File: src/design/tlnf_pkg.sv
// Shared types and constants for the text line numbering filter.
`default_nettype none
package tlnf_pkg;

	// configuration register indexes
	localparam int CFG_INDEX_W = 3;
	localparam logic [CFG_INDEX_W-1:0] REG_NUMBER_NONBLANK  = 3'd0;
	localparam logic [CFG_INDEX_W-1:0] REG_NUMBER_ALL       = 3'd1;
	localparam logic [CFG_INDEX_W-1:0] REG_SQUEEZE_BLANK    = 3'd2;
	localparam logic [CFG_INDEX_W-1:0] REG_SHOW_ENDS        = 3'd3;
	localparam logic [CFG_INDEX_W-1:0] REG_SHOW_TABS        = 3'd4;
	localparam logic [CFG_INDEX_W-1:0] REG_SHOW_NONPRINTING = 3'd5;

	// characters
	localparam logic [7:0] CH_TAB    = 8'h09;
	localparam logic [7:0] CH_NL     = 8'h0A;
	localparam logic [7:0] CH_SPACE  = 8'h20;
	localparam logic [7:0] CH_DOLLAR = 8'h24;
	localparam logic [7:0] CH_DASH   = 8'h2D;
	localparam logic [7:0] CH_ZERO   = 8'h30;
	localparam logic [7:0] CH_QMARK  = 8'h3F;
	localparam logic [7:0] CH_I      = 8'h49;
	localparam logic [7:0] CH_M      = 8'h4D;
	localparam logic [7:0] CH_CARET  = 8'h5E;
	localparam logic [7:0] CH_DEL    = 8'h7F;
	localparam logic [7:0] CTRL_MAX  = 8'd31;
	localparam logic [7:0] META_LO   = 8'd128;
	localparam logic [7:0] META_HI   = 8'd159;
	localparam logic [7:0] CTRL_BIAS = 8'h40;
	localparam logic [7:0] LOW7_MASK = 8'h7F;
	localparam logic [3:0] BCD_NINE  = 4'd9;

	typedef struct packed {
		logic number_nonblank;
		logic number_all;
		logic squeeze_blank;
		logic show_ends;
		logic show_tabs;
		logic show_nonprinting;
	} cfg_t;

	// how the back end expands one character
	typedef enum logic [5:0] {
		CLS_RAW  = 6'b000001,  // byte as is
		CLS_TAB  = 6'b000010,  // ^I
		CLS_END  = 6'b000100,  // $ then newline
		CLS_CTRL = 6'b001000,  // ^X
		CLS_DEL  = 6'b010000,  // ^?
		CLS_META = 6'b100000   // M-^X
	} char_class_t;

	typedef struct packed {
		logic        number;
		char_class_t cls;
		logic [7:0]  ch;
	} item_desc_t;

endpackage
`default_nettype wire

File: src/design/tlnf_if.sv
// Valid/ready channel interfaces for input bytes and output bytes.
`default_nettype none
interface tlnf_in_if;
	logic       valid;
	logic       ready;
	logic [7:0] data_byte;
	logic       new_file;

	modport source (output valid, output data_byte, output new_file, input ready);
	modport sink (input valid, input data_byte, input new_file, output ready);
endinterface

interface tlnf_out_if;
	logic       valid;
	logic       ready;
	logic [7:0] out_byte;
	logic       last_of_run;

	modport source (output valid, output out_byte, output last_of_run, input ready);
	modport sink (input valid, input out_byte, input last_of_run, output ready);
endinterface
`default_nettype wire

File: src/design/text_line_numbering_filter_core.sv
// Top level of the text line numbering filter: config registers, front, queue, back.
// An accepted word is written into the queue, then into the back end's output register.
// The back end emits one output word per cycle while result.ready holds; an item expands
//   into 1 word (typical) up to NUMBER_DIGITS + 5 words, squeezed lines into none.
// Input is taken every cycle while the two-entry queue between front and back has room.
// Reset (arst_n low, asynchronous): options clear, line start set, blank run 0, number 1.
`default_nettype none
module text_line_numbering_filter_core #(
	parameter int NUMBER_DIGITS = 6
) (
	input  wire logic                             clk,
	input  wire logic                             arst_n,
	input  wire logic                             cfg_we,
	input  wire logic [tlnf_pkg::CFG_INDEX_W-1:0] cfg_index,
	input  wire logic                             cfg_wdata,
	tlnf_in_if.sink                               text,
	tlnf_out_if.source                            result
);
	localparam int NW     = 4 * NUMBER_DIGITS;
	localparam int DW     = $bits(tlnf_pkg::item_desc_t);
	localparam int QWIDTH = DW + NW;

	tlnf_pkg::cfg_t       cfg_q;
	tlnf_pkg::item_desc_t f_desc, b_desc;
	logic [NW-1:0]        f_number, b_number;
	logic [QWIDTH-1:0]    q_rdata;
	logic                 q_full, q_push, q_pop, q_valid;

	// option registers; writes to unused indexes fall through
	always_ff @(posedge clk or negedge arst_n) begin
		if (!arst_n) begin
			cfg_q <= '0;
		end else if (cfg_we) begin
			case (cfg_index)
				tlnf_pkg::REG_NUMBER_NONBLANK:  cfg_q.number_nonblank  <= cfg_wdata;
				tlnf_pkg::REG_NUMBER_ALL:       cfg_q.number_all       <= cfg_wdata;
				tlnf_pkg::REG_SQUEEZE_BLANK:    cfg_q.squeeze_blank    <= cfg_wdata;
				tlnf_pkg::REG_SHOW_ENDS:        cfg_q.show_ends        <= cfg_wdata;
				tlnf_pkg::REG_SHOW_TABS:        cfg_q.show_tabs        <= cfg_wdata;
				tlnf_pkg::REG_SHOW_NONPRINTING: cfg_q.show_nonprinting <= cfg_wdata;
				default: ;
			endcase
		end
	end

	// front: line tracking and classing, pushes one descriptor per kept byte
	tlnf_front #(.NUMBER_DIGITS(NUMBER_DIGITS)) u_front (
		.clk    (clk),
		.arst_n (arst_n),
		.cfg    (cfg_q),
		.text   (text),
		.full   (q_full),
		.push   (q_push),
		.desc   (f_desc),
		.number (f_number)
	);

	// descriptor queue: number snapshot travels with the item
	tlnf_fifo #(.WIDTH(QWIDTH), .DEPTH(2)) u_fifo (
		.clk    (clk),
		.arst_n (arst_n),
		.push   (q_push),
		.wdata  ({f_number, f_desc}),
		.full   (q_full),
		.pop    (q_pop),
		.rdata  (q_rdata),
		.valid  (q_valid)
	);

	assign b_desc   = q_rdata[DW-1:0];
	assign b_number = q_rdata[QWIDTH-1:DW];

	// back: sequencer that walks digits, tab and character expansion
	tlnf_back #(.NUMBER_DIGITS(NUMBER_DIGITS)) u_back (
		.clk         (clk),
		.arst_n      (arst_n),
		.head_valid  (q_valid),
		.head        (b_desc),
		.head_number (b_number),
		.pop         (q_pop),
		.result      (result)
	);
endmodule
`default_nettype wire

File: src/design/tlnf_fifo.sv
// Small register queue between front and back end.
`default_nettype none
module tlnf_fifo #(
	parameter int WIDTH = 8,
	parameter int DEPTH = 2
) (
	input  wire logic             clk,
	input  wire logic             arst_n,
	input  wire logic             push,
	input  wire logic [WIDTH-1:0] wdata,
	output logic                  full,
	input  wire logic             pop,
	output logic [WIDTH-1:0]      rdata,
	output logic                  valid
);
	localparam int PTR_W = (DEPTH > 1) ? $clog2(DEPTH) : 1;
	localparam int CNT_W = $clog2(DEPTH + 1);

	logic [WIDTH-1:0] mem_q [DEPTH];
	logic [PTR_W-1:0] wr_ptr_q, rd_ptr_q;
	logic [CNT_W-1:0] count_q;

	assign full  = (count_q == CNT_W'(DEPTH));
	assign valid = (count_q != '0);
	assign rdata = mem_q[rd_ptr_q];

	always_ff @(posedge clk) begin
		if (push) begin
			mem_q[wr_ptr_q] <= wdata;
		end
	end

	always_ff @(posedge clk or negedge arst_n) begin
		if (!arst_n) begin
			wr_ptr_q <= '0;
			rd_ptr_q <= '0;
			count_q  <= '0;
		end else begin
			if (push) begin
				wr_ptr_q <= (wr_ptr_q == PTR_W'(DEPTH - 1)) ? '0 : wr_ptr_q + 1'b1;
			end
			if (pop) begin
				rd_ptr_q <= (rd_ptr_q == PTR_W'(DEPTH - 1)) ? '0 : rd_ptr_q + 1'b1;
			end
			if (push && !pop) begin
				count_q <= count_q + 1'b1;
			end else if (pop && !push) begin
				count_q <= count_q - 1'b1;
			end
		end
	end

	a_no_overflow: assert property (@(posedge clk) disable iff (!arst_n)
		full |-> !push || pop)
		else $error("queue written while full");
endmodule
`default_nettype wire

File: src/design/tlnf_front.sv
// Front end: line state, squeeze and numbering decisions, character classing.
`default_nettype none
module tlnf_front #(
	parameter int NUMBER_DIGITS = 6
) (
	input  wire logic                     clk,
	input  wire logic                     arst_n,
	input  wire tlnf_pkg::cfg_t           cfg,
	tlnf_in_if.sink                       text,
	input  wire logic                     full,
	output logic                          push,
	output tlnf_pkg::item_desc_t          desc,
	output logic [4*NUMBER_DIGITS-1:0]    number
);
	localparam int NW = 4 * NUMBER_DIGITS;

	logic          at_line_start_q;
	logic [1:0]    blank_run_q;
	logic [NW-1:0] line_number_q;

	logic          accept, nl, tab, als, drop, do_number, all_nine, carry;
	logic [1:0]    br, br_next;
	logic [NW-1:0] num, num_bumped;
	logic [3:0]    d;
	logic [7:0]    c;

	assign text.ready = !full;
	assign accept     = text.valid && text.ready;
	assign c          = text.data_byte;
	assign nl         = (c == tlnf_pkg::CH_NL);
	assign tab        = (c == tlnf_pkg::CH_TAB);

	// a new file restarts everything before the byte is handled
	assign als = text.new_file ? 1'b1 : at_line_start_q;
	assign br  = text.new_file ? 2'd0 : blank_run_q;
	assign num = text.new_file ? NW'(1) : line_number_q;

	always_comb begin
		br_next = br;
		if (als) begin
			if (nl) begin
				br_next = (br == 2'd2) ? 2'd2 : br + 2'd1;
			end else begin
				br_next = 2'd0;
			end
		end
	end

	assign drop      = als && cfg.squeeze_blank && (br_next == 2'd2);
	assign do_number = als && !drop &&
		((cfg.number_nonblank && !nl) || (cfg.number_all && !cfg.number_nonblank));

	// BCD increment, holds at all nines
	always_comb begin
		all_nine   = 1'b1;
		carry      = 1'b1;
		num_bumped = num;
		for (int i = 0; i < NUMBER_DIGITS; i++) begin
			d = num[4*i +: 4];
			if (d < tlnf_pkg::BCD_NINE) begin
				all_nine = 1'b0;
			end
			if (carry) begin
				if (d < tlnf_pkg::BCD_NINE) begin
					num_bumped[4*i +: 4] = d + 4'd1;
					carry = 1'b0;
				end else begin
					num_bumped[4*i +: 4] = 4'd0;
				end
			end
		end
		if (all_nine) begin
			num_bumped = num;
		end
	end

	always_comb begin
		desc.number = do_number;
		desc.ch     = c;
		desc.cls    = tlnf_pkg::CLS_RAW;
		if (cfg.show_tabs && tab) begin
			desc.cls = tlnf_pkg::CLS_TAB;
		end else if (cfg.show_ends && nl) begin
			desc.cls = tlnf_pkg::CLS_END;
		end else if (cfg.show_nonprinting && !nl && !tab) begin
			if (c <= tlnf_pkg::CTRL_MAX) begin
				desc.cls = tlnf_pkg::CLS_CTRL;
			end else if (c == tlnf_pkg::CH_DEL) begin
				desc.cls = tlnf_pkg::CLS_DEL;
			end else if (c >= tlnf_pkg::META_LO && c <= tlnf_pkg::META_HI) begin
				desc.cls = tlnf_pkg::CLS_META;
			end
		end
	end

	assign push   = accept && !drop;
	assign number = num;

	always_ff @(posedge clk or negedge arst_n) begin
		if (!arst_n) begin
			at_line_start_q <= 1'b1;
			blank_run_q     <= 2'd0;
			line_number_q   <= NW'(1);
		end else if (accept) begin
			blank_run_q     <= br_next;
			line_number_q   <= do_number ? num_bumped : num;
			at_line_start_q <= drop ? 1'b1 : nl;
		end
	end

	a_drop_keeps_line_start: assert property (@(posedge clk) disable iff (!arst_n)
		accept && drop |=> at_line_start_q && blank_run_q == 2'd2)
		else $error("squeezed line did not keep line start");
	a_number_saturates: assert property (@(posedge clk) disable iff (!arst_n)
		(&(~(line_number_q ^ {NUMBER_DIGITS{tlnf_pkg::BCD_NINE}}))) &&
		!(accept && text.new_file) |=> $stable(line_number_q))
		else $error("line number moved past all nines");
endmodule
`default_nettype wire

File: src/design/tlnf_back.sv
// Back end: expands one queued item into output bytes, one word a cycle while result.ready holds.
`default_nettype none
module tlnf_back #(
	parameter int NUMBER_DIGITS = 6
) (
	input  wire logic                       clk,
	input  wire logic                       arst_n,
	input  wire logic                       head_valid,
	input  wire tlnf_pkg::item_desc_t       head,
	input  wire logic [4*NUMBER_DIGITS-1:0] head_number,
	output logic                            pop,
	tlnf_out_if.source                      result
);
	localparam int PW = $clog2(NUMBER_DIGITS + 6);

	logic [PW-1:0] pos_q, base, total, k_full;
	logic [1:0]    k;
	logic [2:0]    ch_cnt;
	logic [7:0]    ch_byte, digit_byte, cur_byte, low5;
	logic          load, cur_last;
	logic          nz_above [NUMBER_DIGITS+1];
	logic [3:0]    d;
	logic [7:0]    byte_q;
	logic          valid_q, last_q;

	assign base   = head.number ? PW'(NUMBER_DIGITS + 1) : '0;
	assign k_full = pos_q - base;
	assign k      = k_full[1:0];
	assign low5   = (head.ch & tlnf_pkg::LOW7_MASK) | tlnf_pkg::CTRL_BIAS;

	always_comb begin
		ch_cnt  = 3'd1;
		ch_byte = head.ch;
		case (head.cls)
			tlnf_pkg::CLS_RAW: begin
				ch_cnt  = 3'd1;
				ch_byte = head.ch;
			end
			tlnf_pkg::CLS_TAB: begin
				ch_cnt  = 3'd2;
				ch_byte = (k == 2'd0) ? tlnf_pkg::CH_CARET : tlnf_pkg::CH_I;
			end
			tlnf_pkg::CLS_END: begin
				ch_cnt  = 3'd2;
				ch_byte = (k == 2'd0) ? tlnf_pkg::CH_DOLLAR : tlnf_pkg::CH_NL;
			end
			tlnf_pkg::CLS_CTRL: begin
				ch_cnt  = 3'd2;
				ch_byte = (k == 2'd0) ? tlnf_pkg::CH_CARET : (head.ch | tlnf_pkg::CTRL_BIAS);
			end
			tlnf_pkg::CLS_DEL: begin
				ch_cnt  = 3'd2;
				ch_byte = (k == 2'd0) ? tlnf_pkg::CH_CARET : tlnf_pkg::CH_QMARK;
			end
			tlnf_pkg::CLS_META: begin
				ch_cnt = 3'd4;
				case (k)
					2'd0:    ch_byte = tlnf_pkg::CH_M;
					2'd1:    ch_byte = tlnf_pkg::CH_DASH;
					2'd2:    ch_byte = tlnf_pkg::CH_CARET;
					default: ch_byte = low5;
				endcase
			end
			default: begin
				ch_cnt  = 3'd1;
				ch_byte = head.ch;
			end
		endcase
	end

	assign total = base + PW'(ch_cnt);

	// leading zeros print as spaces, the lowest digit always prints
	always_comb begin
		nz_above[NUMBER_DIGITS] = 1'b0;
		for (int i = NUMBER_DIGITS - 1; i >= 0; i--) begin
			nz_above[i] = nz_above[i+1] || (head_number[4*i +: 4] != 4'd0);
		end
	end

	always_comb begin
		d          = 4'd0;
		digit_byte = tlnf_pkg::CH_SPACE;
		for (int i = 0; i < NUMBER_DIGITS; i++) begin
			if (pos_q == PW'(NUMBER_DIGITS - 1 - i)) begin
				d = head_number[4*i +: 4];
				if (d > tlnf_pkg::BCD_NINE) begin
					d = tlnf_pkg::BCD_NINE;
				end
				if (nz_above[i] || i == 0) begin
					digit_byte = tlnf_pkg::CH_ZERO + {4'd0, d};
				end else begin
					digit_byte = tlnf_pkg::CH_SPACE;
				end
			end
		end
	end

	always_comb begin
		if (head.number && pos_q < PW'(NUMBER_DIGITS)) begin
			cur_byte = digit_byte;
		end else if (head.number && pos_q == PW'(NUMBER_DIGITS)) begin
			cur_byte = tlnf_pkg::CH_TAB;
		end else begin
			cur_byte = ch_byte;
		end
	end

	assign cur_last = (pos_q == total - PW'(1));
	assign load     = head_valid && (!valid_q || result.ready);
	assign pop      = load && cur_last;

	always_ff @(posedge clk) begin
		if (load) begin
			byte_q <= cur_byte;
			last_q <= cur_last;
		end
	end

	always_ff @(posedge clk or negedge arst_n) begin
		if (!arst_n) begin
			valid_q <= 1'b0;
			pos_q   <= '0;
		end else begin
			if (load) begin
				valid_q <= 1'b1;
				pos_q   <= cur_last ? '0 : pos_q + 1'b1;
			end else if (result.ready) begin
				valid_q <= 1'b0;
			end
		end
	end

	assign result.valid       = valid_q;
	assign result.out_byte    = byte_q;
	assign result.last_of_run = last_q;

	a_pos_in_range: assert property (@(posedge clk) disable iff (!arst_n)
		head_valid |-> pos_q < total)
		else $error("expansion position past item end");
	a_idle_pos_zero: assert property (@(posedge clk) disable iff (!arst_n)
		!head_valid |-> pos_q == '0)
		else $error("position not rewound with queue empty");
	a_pop_marks_last: assert property (@(posedge clk) disable iff (!arst_n)
		pop |=> result.valid && result.last_of_run)
		else $error("item retired without last word");
endmodule
`default_nettype wire
File: src/flat_wrapper.sv
// flat-port wrapper written by rule: the top's interface ports become plain ports
module text_line_numbering_filter_core_flat 
#(
	parameter int NUMBER_DIGITS = 6
)
  (clk, arst_n, cfg_we, cfg_index, cfg_wdata, text_valid, text_data_byte, text_new_file, text_ready, result_valid, result_out_byte, result_last_of_run, result_ready);
  tlnf_in_if text_i ();
  tlnf_out_if result_i ();
  input  wire logic clk;
  input  wire logic arst_n;
  input  wire logic cfg_we;
  input  wire logic [tlnf_pkg::CFG_INDEX_W-1:0] cfg_index;
  input  wire logic cfg_wdata;
  input wire logic [$bits(text_i.valid)-1:0] text_valid;
  input wire logic [$bits(text_i.data_byte)-1:0] text_data_byte;
  input wire logic [$bits(text_i.new_file)-1:0] text_new_file;
  output wire logic [$bits(text_i.ready)-1:0] text_ready;
  output wire logic [$bits(result_i.valid)-1:0] result_valid;
  output wire logic [$bits(result_i.out_byte)-1:0] result_out_byte;
  output wire logic [$bits(result_i.last_of_run)-1:0] result_last_of_run;
  input wire logic [$bits(result_i.ready)-1:0] result_ready;
  assign text_i.valid = text_valid;
  assign text_i.data_byte = text_data_byte;
  assign text_i.new_file = text_new_file;
  assign text_ready = text_i.ready;
  assign result_valid = result_i.valid;
  assign result_out_byte = result_i.out_byte;
  assign result_last_of_run = result_i.last_of_run;
  assign result_i.ready = result_ready;
  text_line_numbering_filter_core #(.NUMBER_DIGITS(NUMBER_DIGITS)) u_core (.clk(clk), .arst_n(arst_n), .cfg_we(cfg_we), .cfg_index(cfg_index), .cfg_wdata(cfg_wdata), .text(text_i), .result(result_i));
endmodule
File: config.mk
export PLATFORM = sky130hd
export DESIGN_NAME = text_line_numbering_filter_core_flat
export DESIGN_NICKNAME = d
export VERILOG_FILES = /design/src/design/tlnf_pkg.sv /design/src/design/tlnf_if.sv /design/src/design/text_line_numbering_filter_core.sv /design/src/design/tlnf_fifo.sv /design/src/design/tlnf_front.sv /design/src/design/tlnf_back.sv /design/src/flat_wrapper.sv
export SDC_FILE = /design/constraint.sdc
export NUM_CORES = 1
export LEC_CHECK = 0
export ABC_AREA = 1
export BUFFER_PORTS_ARGS = -buffer_cell sky130_fd_sc_hd__buf_2
export CAP_MARGIN = 20
export CORE_MARGIN = 5
export CORE_UTILIZATION = 55
export DETAILED_ROUTE_END_ITERATION = 8
export PLACE_DENSITY = 0.84
export REMOVE_ABC_BUFFERS = 1
export SLEW_MARGIN = 20
export SYNTH_ARGS = -nofsm -noshare
export SYNTH_HDL_FRONTEND = slang
export SYNTH_SLANG_ARGS = --single-unit
File: constraint.sdc
create_clock -name clk -period 5.1 [get_ports clk]
set_clock_uncertainty 0.2 [all_clocks]
set_input_delay 1.275 -clock clk [delete_from_list [all_inputs] [get_ports clk]]
set_output_delay 1.275 -clock clk [all_outputs]
set_load 0.1 [all_outputs]
==> implementation parameters <==
Parameter                              Value

Run status
  Result of the run ... complete, no violations

Timing
  Fmax ... 218 MHz
  Hold Worst Slack ... 0.285 ns
  Setup TNS ... 0 ns
  Final critical path time including I/O delays and setup ... 4.58 ns
  Transition time at the pin with the least slew margin ... 0.972 ns
  Final setup vio count ... 0
  Final worst-path cycle share ... 89.7%
  Max-slew violations ... 0
  Number of endpoints with negative hold slack in the final report ... 0
  Setup repair after global routing missed its margin ... no
  Slew headroom ... 35.2%

Floorplan
  DIE AREA ... 0.0152 mm²
  Initial standard-cell utilization of the core ... 56.0%
  Number of standard-cell rows in the floorplan ... 41
  Count of boundary I/O pins ... 29
  Area of the core ... 0.0126 mm²
  Vert. Die Dim ... 123 µm
  Die Span X ... 123 µm

CTS
  Number of setup buffers added after CTS ... 0
  Clock sink count ... 129
  Number of H-tree levels ... 4
  Maximum count of clock buffers along a single path ... 2
  Clock tree from TritonCTS ... yes
  Clock insertion delay at the later pin of the skew report ... 0.43 ns
  Number of clock buffers inserted by TritonCTS ... 17
  Root buffer cell ... clkbuf_16
  Number of buffers added to fix hold violations after cts ... 0
  Number of gates resized after cts ... 0
  Post-CTS clock slew at the launch and capture registers of the worst setup and hold paths ... 0.06 ns

Cells and area
  Final core occ ... 63.4%
  Relative area change from synthesis to final layout ... 13.1%
  Number of nets in the finished design ... 906
  Fraction of final layout cells with drive strength greater than 1 ... 11.3%
  Area of all sequential standard cells ... 0.00367 mm²
  Area occupied by multi-input gates ... 0.00285 mm²
  Filler Cell Count ... 999
  Post-layout instance count excluding filler cells ... 1049
  Final antenna diode count ... 0

Drt
  Detailed-router iteration count before antenna repair ... 6
  Average wire per standard cell ... 14.3 µm
  Number of remaining DRC errors ... 0
  Number of DRC violations after detailed-routing iteration 0 ... 506
  Remaining number of nets flagged by the antenna check after routing ... 0
  Drt total wl ... 15000 µm
  Via/cell ratio ... 5.37
  Routed vias ... 5636

GRT
  Vias in the first global route ... 5345
  Maximum number of pins on one net before global-route repair ... 43
  Grt total ovfl ... 0
  First-pass GRT wire length ... 24800 µm
  Global Route Usage Sum ... 20.8%
  Number of antenna violations at the first check in global routing ... 0

Critical path
  Critical setup path kind ... reg2reg
  Critical path capture point type ... flip-flop
  Endpoint of the lowest-slack register-to-register path ... u_core.u_fifo.count_q[1]
  Maximum net fanout on the critical path ... 25
  Launch point of the worst reg-to-reg path ... u_core.u_fifo.rd_ptr_q
  FF-to-FF setup slack ... 0.52 ns
  Crit start category ... flip-flop
  Reg2reg path depth ... 23
  Data arrival at the endpoint of the critical path ... 4.68 ns
  Required time of the worst setup path ... 5.20 ns

Synthesis
  Synth Warn # ... 0
  Compound-cell area share of the yosys netlist ... 10.4%
  Mean Syn Cell Area ... 8.54 µm²
  Number of distinct library cells after synthesis ... 46
  Ys async rst share ... 32.6%
  Basic-gate share of the synthesized area counting and, or, nand and nor cells ... 23.6%
  Main combinational cell family by area after synthesis ... simple AND/OR/NAND/NOR gates
  Post-synth EDFFs ... 87
  Multiplexer fraction of the synthesized cell area ... 0.142%
  Number of flip-flops and latches in the synthesized netlist ... 129
  Xor and xnor area share after synthesis ... 1.61%
  Arithmetic-cell share of the synthesized area counting full adders, half adders and majority gates ... 4.35%
  Post-Syn Instances ... 828
  Area of the mapped netlist ... 0.00707 mm²
  Primary FF master, synth ... edfxtp_1
  Register area share after synthesis ... 51.8%

Job
  Max-capacitance violation count ... 0

Pwr
  Power per Cell Area ... 593 mW/mm²
  Internal power of the cells ... 2.76 mW
  Combinational group share of total power ... 40.4%
  Net switching fraction of the power ... 41.9%
  Switching power ... 1.99 mW
  Flop pwr share ... 33.0%
  Clock network fraction of total power ... 26.6%
  Worst VDD drop ... 0.260 mV
  Lkg Pwr ... 3.61 nW

Hold path
  Min-Delay Path Class ... reg2reg
  Cell depth of the worst min-delay path ... 2
  Min-Delay Endpoint ... u_core.cfg_q[2]
  Hold Crit Start ... u_core.cfg_q[2]

Place
  Buffers on Ports ... 28
  Cell count after placement ... 1017
  Half-perimeter wire length after placement ... 10500 µm
  Routability cong. ... 0.926
-- cell type report --
class | count | area share, %
clock buffers | 17 | 5.32
clock inverters | 15 | 2.36
inverters | 126 | 5.94
multi-input cells | 557 | 35.6
flip-flops and latches | 129 | 45.8
well taps | 172 | 2.69
repair buffers | 33 | 2.22
-- per-stage QoR --
step	worst slack, ns	total power, mW	area (µm²)
2_1_floorplan	0.368	3.02	6980
3_3_place_gp	0.730	3.43	7380
3_5_place_dp	0.590	3.47	7380
4_1_cts	0.533	4.74	8000
5_1_grt	0.0607	5.04	8000
6_report	0.523	4.74	8000
-- flip-flops by register name, summed over array words and instances, names as in the netlist --
signal and count:
u_core.u_fifo.mem_q 78, u_core.u_front.line_number_q 24, u_core.u_back.result.out_byte 8, u_core.cfg_q 6
u_core.u_back.pos_q 4, u_core.u_fifo.count_q 2, u_core.u_front.blank_run_q 2, u_core.u_back.result.last_of_run 1
u_core.u_back.result.valid 1, u_core.u_fifo.rd_ptr_q 1, u_core.u_fifo.wr_ptr_q 1, u_core.u_front.at_line_start_q 1
-- layer usage --
metal	wire length (µm)	part of all wire, %	global-route usage (%)
met1	6450	43	27.2
met5	0	0	0
met3	890	5.9	4.35
met4	333	2.2	9.20
met2	7330	49	33.7
-- layout by cell type (no fill, tap or decap), types with 5 or more instances in the layout --
cell type / netlist / final
buf_2: 3 / 28
o21ai_1: 15 / 15
xor2_1: 9 / 9
nand2_2: 5 / 5
nand3_1: 45 / 45
edfxtp_1: 87 / 87
clkbuf_16: 0 / 17
ha_1: 23 / 23
dfrtp_1: 40 / 40
o211ai_1: 7 / 7
buf_4: 3 / 5
nand2_1: 229 / 229
or2_2: 6 / 6
nand4_1: 13 / 13
nor3_1: 12 / 12
inv_2: 7 / 7
nor2_1: 75 / 73
a21oi_1: 23 / 23
a31oi_1: 7 / 7
o21ai_0: 54 / 54
inv_1: 118 / 118
-- synthesized netlist by cell type (2+ instances only) --
| master | number | area share [%] |
|---|---|---|
| a21oi_1 | 23 | 1.6 |
| dfstp_2 | 2 | 0.74 |
| o21a_1 | 2 | 0.21 |
| edfxtp_1 | 87 | 37 |
| o31ai_1 | 2 | 0.21 |
| a31oi_1 | 7 | 0.62 |
| buf_2 | 3 | 0.21 |
| dfrtp_1 | 40 | 14 |
| o221ai_1 | 2 | 0.25 |
| buf_4 | 3 | 0.32 |
| nand2_2 | 5 | 0.44 |
| a21oi_2 | 3 | 0.37 |
| o311ai_0 | 2 | 0.25 |
| ha_1 | 23 | 4.1 |
| xor2_1 | 9 | 1.1 |
| o21ai_1 | 15 | 1.1 |
| nand4_1 | 13 | 1.1 |
| a21oi_4 | 2 | 0.46 |
| inv_2 | 7 | 0.37 |
| inv_1 | 118 | 6.3 |
| or2_2 | 6 | 0.53 |
| xnor2_1 | 4 | 0.50 |
| clkbuf_1 | 7 | 0.37 |
| nand2_4 | 2 | 0.32 |
| buf_6 | 3 | 0.48 |
| nor2_2 | 2 | 0.18 |
| nand3_1 | 45 | 3.2 |
| o211ai_1 | 7 | 0.74 |
| nor3_1 | 12 | 0.85 |
| o21ai_0 | 54 | 3.8 |
| nand2_1 | 229 | 12 |
| nor2_1 | 75 | 4.0 |
-- power groups by stage --
stage,logic [mW],registers (mW),clock network (mW)
floorplan,1.13,1.89,0
global placement,1.86,1.57,0
detailed placement,1.88,1.58,0
CTS,1.90,1.57,1.27
global route,2.13,1.59,1.32
finish,1.91,1.57,1.26
-- worst max-delay path, stage by stage (launching register included) --
cell	delay [ns]
dfrtp_1	0.66
inv_2	0.31
nand2_1	0.12
nand2_1	0.09
nor2_1	0.13
inv_1	0.05
nor2_1	0.11
nand2_1	0.12
nand2_1	0.12
nor2_2	0.06
ha_1	0.26
inv_1	0.06
ha_1	0.14
inv_1	0.05
fa_1	0.37
xnor2_1	0.20
xor2_1	0.17
nand3_1	0.14
nor2_1	0.26
inv_1	0.08
ha_1	0.34
a21oi_1	0.13
o21ai_0	0.11
xor2_1	0.15
-- worst max-delay path by stage --
stage / start / end / slack [ns] / depth (start not counted)
2_1_floorplan: u_core.u_fifo.rd_ptr_q / u_core.u_fifo.count_q[1] / 0.37 / 23
3_3_place_gp: u_core.u_fifo.rd_ptr_q / u_core.u_fifo.count_q[1] / 0.73 / 23
3_5_place_dp: u_core.u_fifo.rd_ptr_q / u_core.u_fifo.count_q[1] / 0.59 / 23
4_1_cts: u_core.u_fifo.rd_ptr_q / u_core.u_fifo.count_q[1] / 0.53 / 23
5_1_grt: u_core.u_fifo.rd_ptr_q / u_core.u_fifo.count_q[1] / 0.06 / 21
6_report: u_core.u_fifo.rd_ptr_q / u_core.u_fifo.count_q[1] / 0.52 / 23
-- logic make-up after synthesis --
| logic type | after synthesis |
|---|---|
| XOR/XNOR | 13 |
| adder cells (fa/ha/maj) | 24 |
| AND/OR/NAND/NOR | 394 |
| multiplexers | 1 |
| AO/OA/AOI/OAI | 125 |
| flip-flops | 129 |
| buffers and inverters | 142 |
No activity file was read; power rests on OpenSTA's default activity.
